===== src/design/iee_pkg.sv =====
`timescale 1ns / 1ps
// ---------------------------------------------------------------------------
// Infix evaluator package
// Operator codes, status codes, stack sizes and small helpers.
// ---------------------------------------------------------------------------
package iee_pkg;
	localparam int OpDepth  = 32;
	localparam int ValDepth = 32;
	localparam int OpAw     = $clog2(OpDepth);
	localparam int ValAw    = $clog2(ValDepth);
	localparam int OpCw     = $clog2(OpDepth + 1);
	localparam int ValCw    = $clog2(ValDepth + 1);

	localparam logic [2:0] OPC_PAREN = 3'd0;
	localparam logic [2:0] OPC_ADD   = 3'd1;
	localparam logic [2:0] OPC_SUB   = 3'd2;
	localparam logic [2:0] OPC_MUL   = 3'd3;
	localparam logic [2:0] OPC_DIV   = 3'd4;

	localparam logic [1:0] ST_OK        = 2'd0;
	localparam logic [1:0] ST_MALFORMED = 2'd1;
	localparam logic [1:0] ST_DIVZERO   = 2'd2;
	localparam logic [1:0] ST_OVERFLOW  = 2'd3;

	localparam logic [7:0] CH_LPAREN = 8'h28;
	localparam logic [7:0] CH_RPAREN = 8'h29;
	localparam logic [7:0] CH_MUL    = 8'h2a;
	localparam logic [7:0] CH_ADD    = 8'h2b;
	localparam logic [7:0] CH_SUB    = 8'h2d;
	localparam logic [7:0] CH_DIV    = 8'h2f;
	localparam logic [7:0] CH_ZERO   = 8'h30;
	localparam logic [7:0] CH_NINE   = 8'h39;

	// Request to and answer from the shared arithmetic unit.
	typedef struct packed {
		logic        start;
		logic [2:0]  op;
		logic [31:0] lhs;
		logic [31:0] rhs;
	} alu_req_t;

	typedef struct packed {
		logic        done;
		logic        divzero;
		logic [31:0] res;
	} alu_rsp_t;

	function automatic logic prec_hi(input logic [2:0] op);
		return (op == OPC_MUL) || (op == OPC_DIV);
	endfunction
endpackage


===== src/design/iee_ram.sv =====
`timescale 1ns / 1ps
// ---------------------------------------------------------------------------
// Generic RAM
// One write port and one read port; read data is registered.
// ---------------------------------------------------------------------------
module iee_ram #(
	parameter int Width = 8,
	parameter int Depth = 32
) (
	input  logic                     clk,
	input  logic                     we,
	input  logic [$clog2(Depth)-1:0] waddr,
	input  logic [Width-1:0]         wdata,
	input  logic [$clog2(Depth)-1:0] raddr,
	output logic [Width-1:0]         rdata
);
	logic [Width-1:0] mem_q [Depth];

	always_ff @(posedge clk) begin
		if (we) begin
			mem_q[waddr] <= wdata;
		end
		rdata <= mem_q[raddr];
	end
endmodule


===== src/design/iee_alu.sv =====
`timescale 1ns / 1ps
// ---------------------------------------------------------------------------
// Shared arithmetic unit
// Add, subtract and multiply with a registered result; signed divide one bit a cycle.
// ---------------------------------------------------------------------------
module iee_alu import iee_pkg::*; (
	input  logic     clk,
	input  logic     arst_n,
	input  alu_req_t req,
	output alu_rsp_t rsp
);
	logic        busy_q;
	logic [5:0]  cnt_q;
	logic [31:0] quo_q;
	logic [31:0] rem_q;
	logic [31:0] dsr_q;
	logic        neg_q;
	logic        done_q;
	logic        dz_q;
	logic [31:0] res_q;
	logic [32:0] trial;
	logic [31:0] rem_sh;
	logic [31:0] mag_l;
	logic [31:0] mag_r;

	assign mag_l  = req.lhs[31] ? (~req.lhs + 32'd1) : req.lhs;
	assign mag_r  = req.rhs[31] ? (~req.rhs + 32'd1) : req.rhs;
	assign rem_sh = {rem_q[30:0], quo_q[31]};
	assign trial  = {1'b0, rem_sh} - {1'b0, dsr_q};

	always_ff @(posedge clk or negedge arst_n) begin
		if (!arst_n) begin
			busy_q <= 1'b0;
			done_q <= 1'b0;
			cnt_q  <= '0;
		end else begin
			done_q <= 1'b0;
			if (req.start) begin
				dz_q <= 1'b0;
				case (req.op)
					OPC_ADD: begin
						res_q  <= req.lhs + req.rhs;
						done_q <= 1'b1;
					end
					OPC_SUB: begin
						res_q  <= req.lhs - req.rhs;
						done_q <= 1'b1;
					end
					OPC_MUL: begin
						res_q  <= req.lhs * req.rhs;
						done_q <= 1'b1;
					end
					default: begin
						if (req.rhs == 32'd0) begin
							dz_q   <= 1'b1;
							done_q <= 1'b1;
						end else begin
							busy_q <= 1'b1;
							cnt_q  <= 6'd32;
							quo_q  <= mag_l;
							rem_q  <= '0;
							dsr_q  <= mag_r;
							neg_q  <= req.lhs[31] ^ req.rhs[31];
						end
					end
				endcase
			end else if (busy_q) begin
				// Restoring division: one quotient bit per cycle.
				if (!trial[32]) begin
					rem_q <= trial[31:0];
					quo_q <= {quo_q[30:0], 1'b1};
				end else begin
					rem_q <= rem_sh;
					quo_q <= {quo_q[30:0], 1'b0};
				end
				cnt_q <= cnt_q - 6'd1;
				if (cnt_q == 6'd1) begin
					busy_q <= 1'b0;
				end
			end
			if (busy_q && cnt_q == 6'd1) begin
				res_q  <= neg_q ? ~({quo_q[30:0], !trial[32]}) + 32'd1
				                : {quo_q[30:0], !trial[32]};
				done_q <= 1'b1;
			end
		end
	end

	assign rsp.done    = done_q;
	assign rsp.divzero = dz_q;
	assign rsp.res     = res_q;
endmodule


===== src/design/infix_expression_evaluator.sv =====
`timescale 1ns / 1ps
// ---------------------------------------------------------------------------
// Infix expression evaluator
// Shunting-yard evaluation with operator and value stacks in RAM.
// ---------------------------------------------------------------------------
// channel | direction | signals
// in      | input     | in_valid, in_ready, char_code, last_char
// out     | output    | out_valid, out_ready, value, status
// A digit, '(' or ignored character is handled in S_DEC; an operator or ')'
// goes on through S_OPRD and S_OPCHK, and each operator popped through S_V1
// to S_ALU, where a divide waits on the shared unit. The final drain pops
// operators the same way; the result is then offered and waits for out_ready.
// Reset leaves both stacks empty; no clearing pass is needed.
// in_ready is low while a character is worked or a result waits.
module infix_expression_evaluator import iee_pkg::*; (
	input  logic               clk,
	input  logic               arst_n,
	input  logic               in_valid,
	output logic               in_ready,
	input  logic [7:0]         char_code,
	input  logic               last_char,
	output logic               out_valid,
	input  logic               out_ready,
	output logic signed [31:0] value,
	output logic [1:0]         status
);
	localparam logic [3:0] S_IDLE  = 4'd0;
	localparam logic [3:0] S_DEC   = 4'd1;
	localparam logic [3:0] S_OPRD  = 4'd2;
	localparam logic [3:0] S_OPCHK = 4'd3;
	localparam logic [3:0] S_V1    = 4'd4;
	localparam logic [3:0] S_V2    = 4'd5;
	localparam logic [3:0] S_V3    = 4'd6;
	localparam logic [3:0] S_ALU   = 4'd7;
	localparam logic [3:0] S_FIN   = 4'd8;
	localparam logic [3:0] S_TOP   = 4'd9;
	localparam logic [3:0] S_TOPW  = 4'd10;
	localparam logic [3:0] S_OUT   = 4'd11;

	// Pop modes: what to do after popping an operator.
	localparam logic [1:0] M_OPER  = 2'd0;
	localparam logic [1:0] M_CLOSE = 2'd1;
	localparam logic [1:0] M_DRAIN = 2'd2;

	logic [3:0]       state_q;
	logic [1:0]       mode_q;
	logic [7:0]       ch_q;
	logic             last_q;
	logic [2:0]       newop_q;
	logic [2:0]       popop_q;
	logic [OpCw-1:0]  opc_q;
	logic [ValCw-1:0] valc_q;
	logic [1:0]       err_q;
	logic [31:0]      x_q;
	logic [31:0]      res_q;
	logic             out_valid_q;

	logic             op_we;
	logic [OpAw-1:0]  op_waddr;
	logic [2:0]       op_wdata;
	logic [OpAw-1:0]  op_raddr;
	logic [2:0]       op_rdata;
	logic             val_we;
	logic [ValAw-1:0] val_waddr;
	logic [31:0]      val_wdata;
	logic [ValAw-1:0] val_raddr;
	logic [31:0]      val_rdata;
	alu_req_t         alu_req;
	alu_rsp_t         alu_rsp;
	logic [2:0]       dec_op;
	logic             is_op;

	iee_ram #(.Width(3), .Depth(OpDepth)) u_op_ram (
		.clk(clk), .we(op_we), .waddr(op_waddr), .wdata(op_wdata),
		.raddr(op_raddr), .rdata(op_rdata)
	);

	iee_ram #(.Width(32), .Depth(ValDepth)) u_val_ram (
		.clk(clk), .we(val_we), .waddr(val_waddr), .wdata(val_wdata),
		.raddr(val_raddr), .rdata(val_rdata)
	);

	iee_alu u_alu (.clk(clk), .arst_n(arst_n), .req(alu_req), .rsp(alu_rsp));

	always_comb begin
		is_op  = 1'b1;
		dec_op = OPC_ADD;
		case (ch_q)
			CH_ADD: dec_op = OPC_ADD;
			CH_SUB: dec_op = OPC_SUB;
			CH_MUL: dec_op = OPC_MUL;
			CH_DIV: dec_op = OPC_DIV;
			default: is_op = 1'b0;
		endcase
	end

	// Read addresses: top of operator stack; values at count-1 and count-2.
	assign op_raddr  = OpAw'(opc_q - OpCw'(1));
	assign val_raddr = (state_q == S_V1 || state_q == S_TOP) ?
		ValAw'(valc_q - ValCw'(1)) : ValAw'(valc_q - ValCw'(2));

	always_comb begin
		op_we     = 1'b0;
		op_waddr  = OpAw'(opc_q);
		op_wdata  = newop_q;
		val_we    = 1'b0;
		val_waddr = ValAw'(valc_q);
		val_wdata = {28'd0, ch_q[3:0]};
		alu_req.start = (state_q == S_V3);
		alu_req.op    = popop_q;
		alu_req.lhs   = val_rdata;
		alu_req.rhs   = x_q;
		if (state_q == S_DEC && err_q == ST_OK) begin
			if (ch_q >= CH_ZERO && ch_q <= CH_NINE && valc_q < ValCw'(ValDepth)) begin
				val_we = 1'b1;
			end
			if (ch_q == CH_LPAREN && opc_q < OpCw'(OpDepth)) begin
				op_we    = 1'b1;
				op_wdata = OPC_PAREN;
			end
		end
		if (state_q == S_OPCHK && mode_q == M_OPER && err_q == ST_OK
				&& !(opc_q != '0 && op_rdata != OPC_PAREN
				&& (prec_hi(op_rdata) || !prec_hi(newop_q)))
				&& opc_q < OpCw'(OpDepth)) begin
			op_we = 1'b1;
		end
		if (state_q == S_ALU && alu_rsp.done && !alu_rsp.divzero) begin
			val_we    = 1'b1;
			val_waddr = ValAw'(valc_q - ValCw'(2));
			val_wdata = alu_rsp.res;
		end
	end

	always_ff @(posedge clk or negedge arst_n) begin
		if (!arst_n) begin
			state_q     <= S_IDLE;
			mode_q      <= M_OPER;
			opc_q       <= '0;
			valc_q      <= '0;
			err_q       <= ST_OK;
			out_valid_q <= 1'b0;
		end else begin
			case (state_q)
				S_IDLE: begin
					if (in_valid) begin
						ch_q    <= char_code;
						last_q  <= last_char;
						state_q <= S_DEC;
					end
				end
				S_DEC: begin
					newop_q <= dec_op;
					state_q <= last_q ? S_OPRD : S_IDLE;
					mode_q  <= M_DRAIN;
					if (err_q == ST_OK) begin
						if (ch_q >= CH_ZERO && ch_q <= CH_NINE) begin
							if (valc_q < ValCw'(ValDepth)) valc_q <= valc_q + ValCw'(1);
							else err_q <= ST_OVERFLOW;
						end else if (ch_q == CH_LPAREN) begin
							if (opc_q < OpCw'(OpDepth)) opc_q <= opc_q + OpCw'(1);
							else err_q <= ST_OVERFLOW;
						end else if (ch_q == CH_RPAREN) begin
							mode_q  <= M_CLOSE;
							state_q <= S_OPRD;
						end else if (is_op) begin
							mode_q  <= M_OPER;
							state_q <= S_OPRD;
						end
					end
				end
				S_OPRD: begin
					state_q <= S_OPCHK;
				end
				S_OPCHK: begin
					popop_q <= op_rdata;
					case (mode_q)
						M_OPER: begin
							if (err_q != ST_OK) begin
								state_q <= last_q ? S_FIN : S_IDLE;
							end else if (opc_q != '0 && op_rdata != OPC_PAREN
									&& (prec_hi(op_rdata) || !prec_hi(newop_q))) begin
								opc_q   <= opc_q - OpCw'(1);
								state_q <= S_V1;
							end else begin
								if (opc_q < OpCw'(OpDepth)) opc_q <= opc_q + OpCw'(1);
								else err_q <= ST_OVERFLOW;
								state_q <= last_q ? S_OPRD : S_IDLE;
								mode_q  <= M_DRAIN;
							end
						end
						M_CLOSE: begin
							if (err_q != ST_OK) begin
								state_q <= last_q ? S_FIN : S_IDLE;
							end else if (opc_q == '0) begin
								err_q   <= ST_MALFORMED;
								state_q <= last_q ? S_FIN : S_IDLE;
							end else if (op_rdata == OPC_PAREN) begin
								opc_q   <= opc_q - OpCw'(1);
								state_q <= last_q ? S_OPRD : S_IDLE;
								mode_q  <= M_DRAIN;
							end else begin
								opc_q   <= opc_q - OpCw'(1);
								state_q <= S_V1;
							end
						end
						default: begin
							if (err_q != ST_OK || opc_q == '0) begin
								state_q <= S_FIN;
							end else if (op_rdata == OPC_PAREN) begin
								err_q   <= ST_MALFORMED;
								state_q <= S_FIN;
							end else begin
								opc_q   <= opc_q - OpCw'(1);
								state_q <= S_V1;
							end
						end
					endcase
				end
				S_V1: begin
					if (valc_q < ValCw'(2)) begin
						err_q   <= ST_MALFORMED;
						state_q <= S_OPRD;
					end else begin
						state_q <= S_V2;
					end
				end
				S_V2: begin
					x_q     <= val_rdata;
					state_q <= S_V3;
				end
				S_V3: begin
					state_q <= S_ALU;
				end
				S_ALU: begin
					if (alu_rsp.done) begin
						if (alu_rsp.divzero) err_q <= ST_DIVZERO;
						else valc_q <= valc_q - ValCw'(1);
						state_q <= S_OPRD;
					end
				end
				S_FIN: begin
					if (err_q == ST_OK && valc_q == '0) err_q <= ST_MALFORMED;
					state_q <= S_TOP;
				end
				S_TOP: begin
					state_q <= S_TOPW;
				end
				S_TOPW: begin
					res_q       <= (err_q == ST_OK) ? val_rdata : 32'd0;
					out_valid_q <= 1'b1;
					state_q     <= S_OUT;
				end
				S_OUT: begin
					if (out_ready) begin
						out_valid_q <= 1'b0;
						opc_q       <= '0;
						valc_q      <= '0;
						err_q       <= ST_OK;
						state_q     <= S_IDLE;
					end
				end
				default: state_q <= S_IDLE;
			endcase
		end
	end

	assign in_ready  = (state_q == S_IDLE);
	assign out_valid = out_valid_q;
	assign value     = res_q;
	assign status    = err_q;

`ifndef SYNTHESIS
	a_ready_idle: assert property (@(posedge clk) disable iff (!arst_n)
		in_ready |-> !out_valid) else $error("ready while result pending");
	a_opc_range: assert property (@(posedge clk) disable iff (!arst_n)
		opc_q <= OpCw'(OpDepth)) else $error("operator count out of range");
	a_valc_range: assert property (@(posedge clk) disable iff (!arst_n)
		valc_q <= ValCw'(ValDepth)) else $error("value count out of range");
	a_clear: assert property (@(posedge clk) disable iff (!arst_n)
		out_valid && out_ready |=> opc_q == '0 && valc_q == '0)
		else $error("stacks not cleared after result");
`endif
endmodule


===== config.mk =====
export PLATFORM = sky130hd
export DESIGN_NAME = infix_expression_evaluator
export DESIGN_NICKNAME = d
export VERILOG_FILES = /design/src/design/iee_pkg.sv /design/src/design/iee_ram.sv /design/src/design/iee_alu.sv /design/src/design/infix_expression_evaluator.sv
export SDC_FILE = /design/constraint.sdc
export NUM_CORES = 2
export LEC_CHECK = 0
export BUFFER_PORTS_ARGS = -buffer_cell sky130_fd_sc_hd__buf_2
export CAP_MARGIN = 0
export CORE_MARGIN = 2
export CORE_UTILIZATION = 64
export DETAILED_ROUTE_END_ITERATION = 10
export GPL_TIMING_DRIVEN = 0
export PLACE_DENSITY = 0.8
export SETUP_SLACK_MARGIN = 0.02
export SYNTH_ARGS = -nofsm -noshare
export SYNTH_HDL_FRONTEND = slang
export SYNTH_SLANG_ARGS = --single-unit

===== constraint.sdc =====
create_clock -name clk -period 10.7 [get_ports clk]
set_clock_uncertainty 0.2 [all_clocks]
set_input_delay 1.07 -clock clk [delete_from_list [all_inputs] [get_ports clk]]
set_output_delay 1.07 -clock clk [all_outputs]
set_load 0.02 [all_outputs]

==> summary.md <==
| Metric | Value |
|---|---|
| Cells after Synth | `just over 5,000` |
| Initial antenna violation count | `15` |
| Post-CTS setup buffers | `0` |
| First-pass GRT wire length | `335,000 microns` |
| Post-Route WL | `230,000 microns` |
| Clock-pin slew on the worst setup and hold paths | `0.07 ns` |
| Predominant post-synthesis flop cell | `edfxtp_1` |
| Fraction of layout instances using a drive strength above 1 | `14.1%` |
| IO Count | `49` |
| Worst skew pair latency | `0.76 ns` |
| Endpoints failing hold | `0` |
| CP arrival | `between 10 and 15 ns` |
| Grt ovf | `0` |
| Hpwl dp | `between 150,000 and 200,000 microns` |
| Critical path's most frequent cell | `fa_1` |
| Largest net degree at the start of global routing | `38` |
| Smallest hold slack | `around 0.2 ns` |
| Tcrit/Tclk final | `between 90 and 100%` |
| Area Growth Syn to Fin | `10.6%` |
| Final Setup Violations | `0` |
| DR iter-0 viols | `roughly 6,300` |
| Synth Register Bits | `around 1,400` |
| Total of max-cap violations | `0` |
| Number of routed nets with antenna violations | `0` |
| Ys Warns | `0` |
| FFs w/ async S/R, synth | `2.08%` |
| CTS tree | `yes` |
| WP depth | `24` |
| HP Class | `input port to asynchronous set/reset pin` |
| Initial Utilization | `64.5%` |
| Die footprint | `0.120 sq mm` |
| Worst EP required | `~11 ns` |
| Top post-synthesis cells by area | `edfxtp_1 53%, fa_1 11%, mux4_2 10%, ha_1 3.4%, and2_1 3.1%` |
| Buffers on Ports | `48` |
| Clock root buffer | `clkbuf_16` |
| Vias in the first global route | `49,100` |
| DIE WIDTH | `347 microns` |
| Post-DR vias/cell | `just under 7` |
| Worst-margin pin slew | `between 1 and 1.5 ns` |
| Fmax | `about 100 MHz` |
| CTS Buffer Depth | `3` |
| R2R cell count | `24` |
| Critical Path Max Stage Delay | `0.74 ns` |
| Fin crit period | `around 10 ns` |
| Vias post-DR | `47,800` |
| Post-Syn Nets | `between 5,000 and 6,000` |
| H-tree depth | `4` |
| DRC | `0` |
| Post-synth top area share | `around 53%` |
| Row cnt | `between 100 and 150` |
| Crit. End Element | `register` |
| Post-synth EDFFs | `about 1,300` |
| DR pass1 iterations | `7` |
| Mean post-synth cell area | `between 10 and 15 sq um` |
| Status | `complete, no violations` |
| Number of hold buffers added after cts | `0` |
| Worst path cell trace | `clkbuf_1 > clkbuf_1 > and2_1 > fa_1 > fa_1 > fa_1 > inv_1 > fa_1 > inv_1 > fa_1 > fa_1 > fa_1 > fa_1 > ha_1 > nand2_1 > o21ai_0 > nor4_1 > nor4b_1 > a221oi_1 > a211oi_1 > a31oi_1 > xnor2_1 > o21ai_0 > o22ai_1` |
| Crit path max fanout | `10` |
| RSZ-0062 raised after global routing | `no` |
| Sink Count | `about 1,400` |
| Relative slew slack | `~8.2%` |
| Critical path's slowest cell | `clkbuf_1` |
| All-Layer GR Usage | `roughly two fifths` |
| Seq/Total Area, Yosys | `55.0%` |
| Post-CTS resize count | `0` |
| Post-DR wirelength/cell | `approximately 33 microns` |
| Setup CP Type | `register to register` |
| Critical Path Start Type | `register` |
| Cts bufs inserted | `between 100 and 150` |
| Yosys top cell by area | `edfxtp_1` |
| Unique cell type count in the Yosys netlist | `78` |
| Max Slew Vio Count | `0` |
| Die H | `approximately 350 microns` |
| Final GP Congestion | `between 1 and 1.5` |
| Crit path buf inv count | `4` |
| Post-Syn Area | `approximately 0.075 sq mm` |
| Core ar. | `~0.12 sq mm` |
| Reg-to-reg setup timing slack | `0.71 ns` |
| Nets | `about 6,000` |
| CP top delay family | `adder cells` |
[stage by stage]
| stage | utilization (%) | area (sq um) | setup TNS [ns] | cells | setup slack, ns |
|---|---|---|---|---|---|
| 5_1_grt | 71.4 | 83100 | 0 | 7038 | 0.623 |
| 2_1_floorplan | - | 75100 | 0 | 5173 | 3.19 |
| 4_1_cts | 71.4 | 83100 | 0 | 7038 | 0.948 |
| 6_report | 71.4 | 83100 | 0 | 7043 | 0.708 |
| 3_3_place_gp | 66.4 | 77200 | -61.25 | 6745 | -0.980 |
| 3_5_place_dp | 67.3 | 78400 | 0 | 6785 | 0.956 |
[Yosys cell counts, types with 14 or more instances]
cell	count
inv_1	439
nand2_1	450
o21ai_0	149
fa_1	410
o21a_1	21
mux4_2	350
ha_1	202
a31oi_1	16
nor2b_1	23
clkbuf_1	236
nor4_1	14
or3_1	30
a21o_1	28
edfxtp_1	1328
mux2_2	36
nor3_1	34
and3_1	16
dfxtp_1	35
a21oi_1	148
nor2_1	184
buf_2	27
nand2b_1	27
o22ai_1	14
and2_1	372
o31ai_1	46
a211oi_1	33
nand3_1	27
xnor2_1	144
dfrtp_1	29
buf_1	17
xor2_1	123
[path summary, 6_finish.rpt]
kind / endpoint / from
worst max-delay path: u_alu.res_q[31] / u_val_ram.rdata[16]
worst min-delay path: valc_q[1] / arst_n
worst max register to register: u_alu.res_q[31] / u_val_ram.rdata[16]
worst min register to register: x_q[31] / u_val_ram.rdata[31]
max in group asynchronous: u_alu.cnt_q[3] / arst_n
min in group clk: x_q[31] / u_val_ram.rdata[31]
[cell families (layout without fill, tap and decap cells)]
group	count (synthesis)	count (layout)	synth area share [%]
xor+xnor	267	267	3.11
buf+inv	720	1061	3.65
compound gates	546	546	4.56
other cells	0	5	0
flops	1392	1392	55.0
fa+ha+maj	612	612	14.3
simple gates	1243	1243	8.25
mux	393	393	11.1
[state kept, by name, summed over array words and instances, names as in the netlist, 2 cells and up]
name and cells:
u_val_ram.mem_q 1024, u_op_ram.mem_q 96, u_alu.dsr_q 32, u_alu.quo_q 32, u_alu.res_q 32, u_val_ram.rdata 32, value 32, x_q 32
u_alu.rem_q 31, ch_q 8, opc_q 6, u_alu.cnt_q 6, valc_q 6, state_q 4, newop_q 3, popop_q 3
u_op_ram.rdata 3, mode_q 2, status 2
[area by class of cell]
type	count	area [sq um]
Fill cell	7248	33300
Inverter	439	1650
Sequential cell	1392	41300
Clock buffer	166	3650
Clock inverter	87	1040
Buffer	281	1100
Timing Repair Buffer	88	1070
Tap cell	1524	1910
Multi-Input combinational cell	3061	31300
Antenna cell	5	12.5
[placed cells by master (no fill, tap or decap), types with 27 or more instances in the layout]
cell type	n
o31ai_1	46
mux4_2	350
clkbuf_1	258
fa_1	410
buf_12	34
clkbuf_16	141
nand2_1	450
and2_1	371
buf_2	75
o21ai_0	147
edfxtp_1	1328
a21o_1	28
a211oi_1	33
dfxtp_1	35
or3_1	30
inv_1	439
xnor2_1	143
nor3_1	34
mux2_2	36
nor2_4	32
xor2_1	123
ha_1	202
nand3_1	27
nor2_1	152
nand2b_1	27
a21oi_1	148
dfrtp_1	29
[layer usage]
| metal | global-route usage [%] | vias to the layer above | wire, microns |
|---|---|---|---|
| li1 | - | 19100 | - |
| met1 | 49.1 | 24100 | 78000 |
| met2 | 62.7 | 3661 | 110000 |
| met3 | 8.83 | 877 | 25400 |
| met4 | 23.5 | 10 | 16700 |
| met5 | 0 | - | 58 |
Power is left out: the tool's default activity adds up to more than one toggle a clock period on the data nets, which glitch-free logic cannot reach.
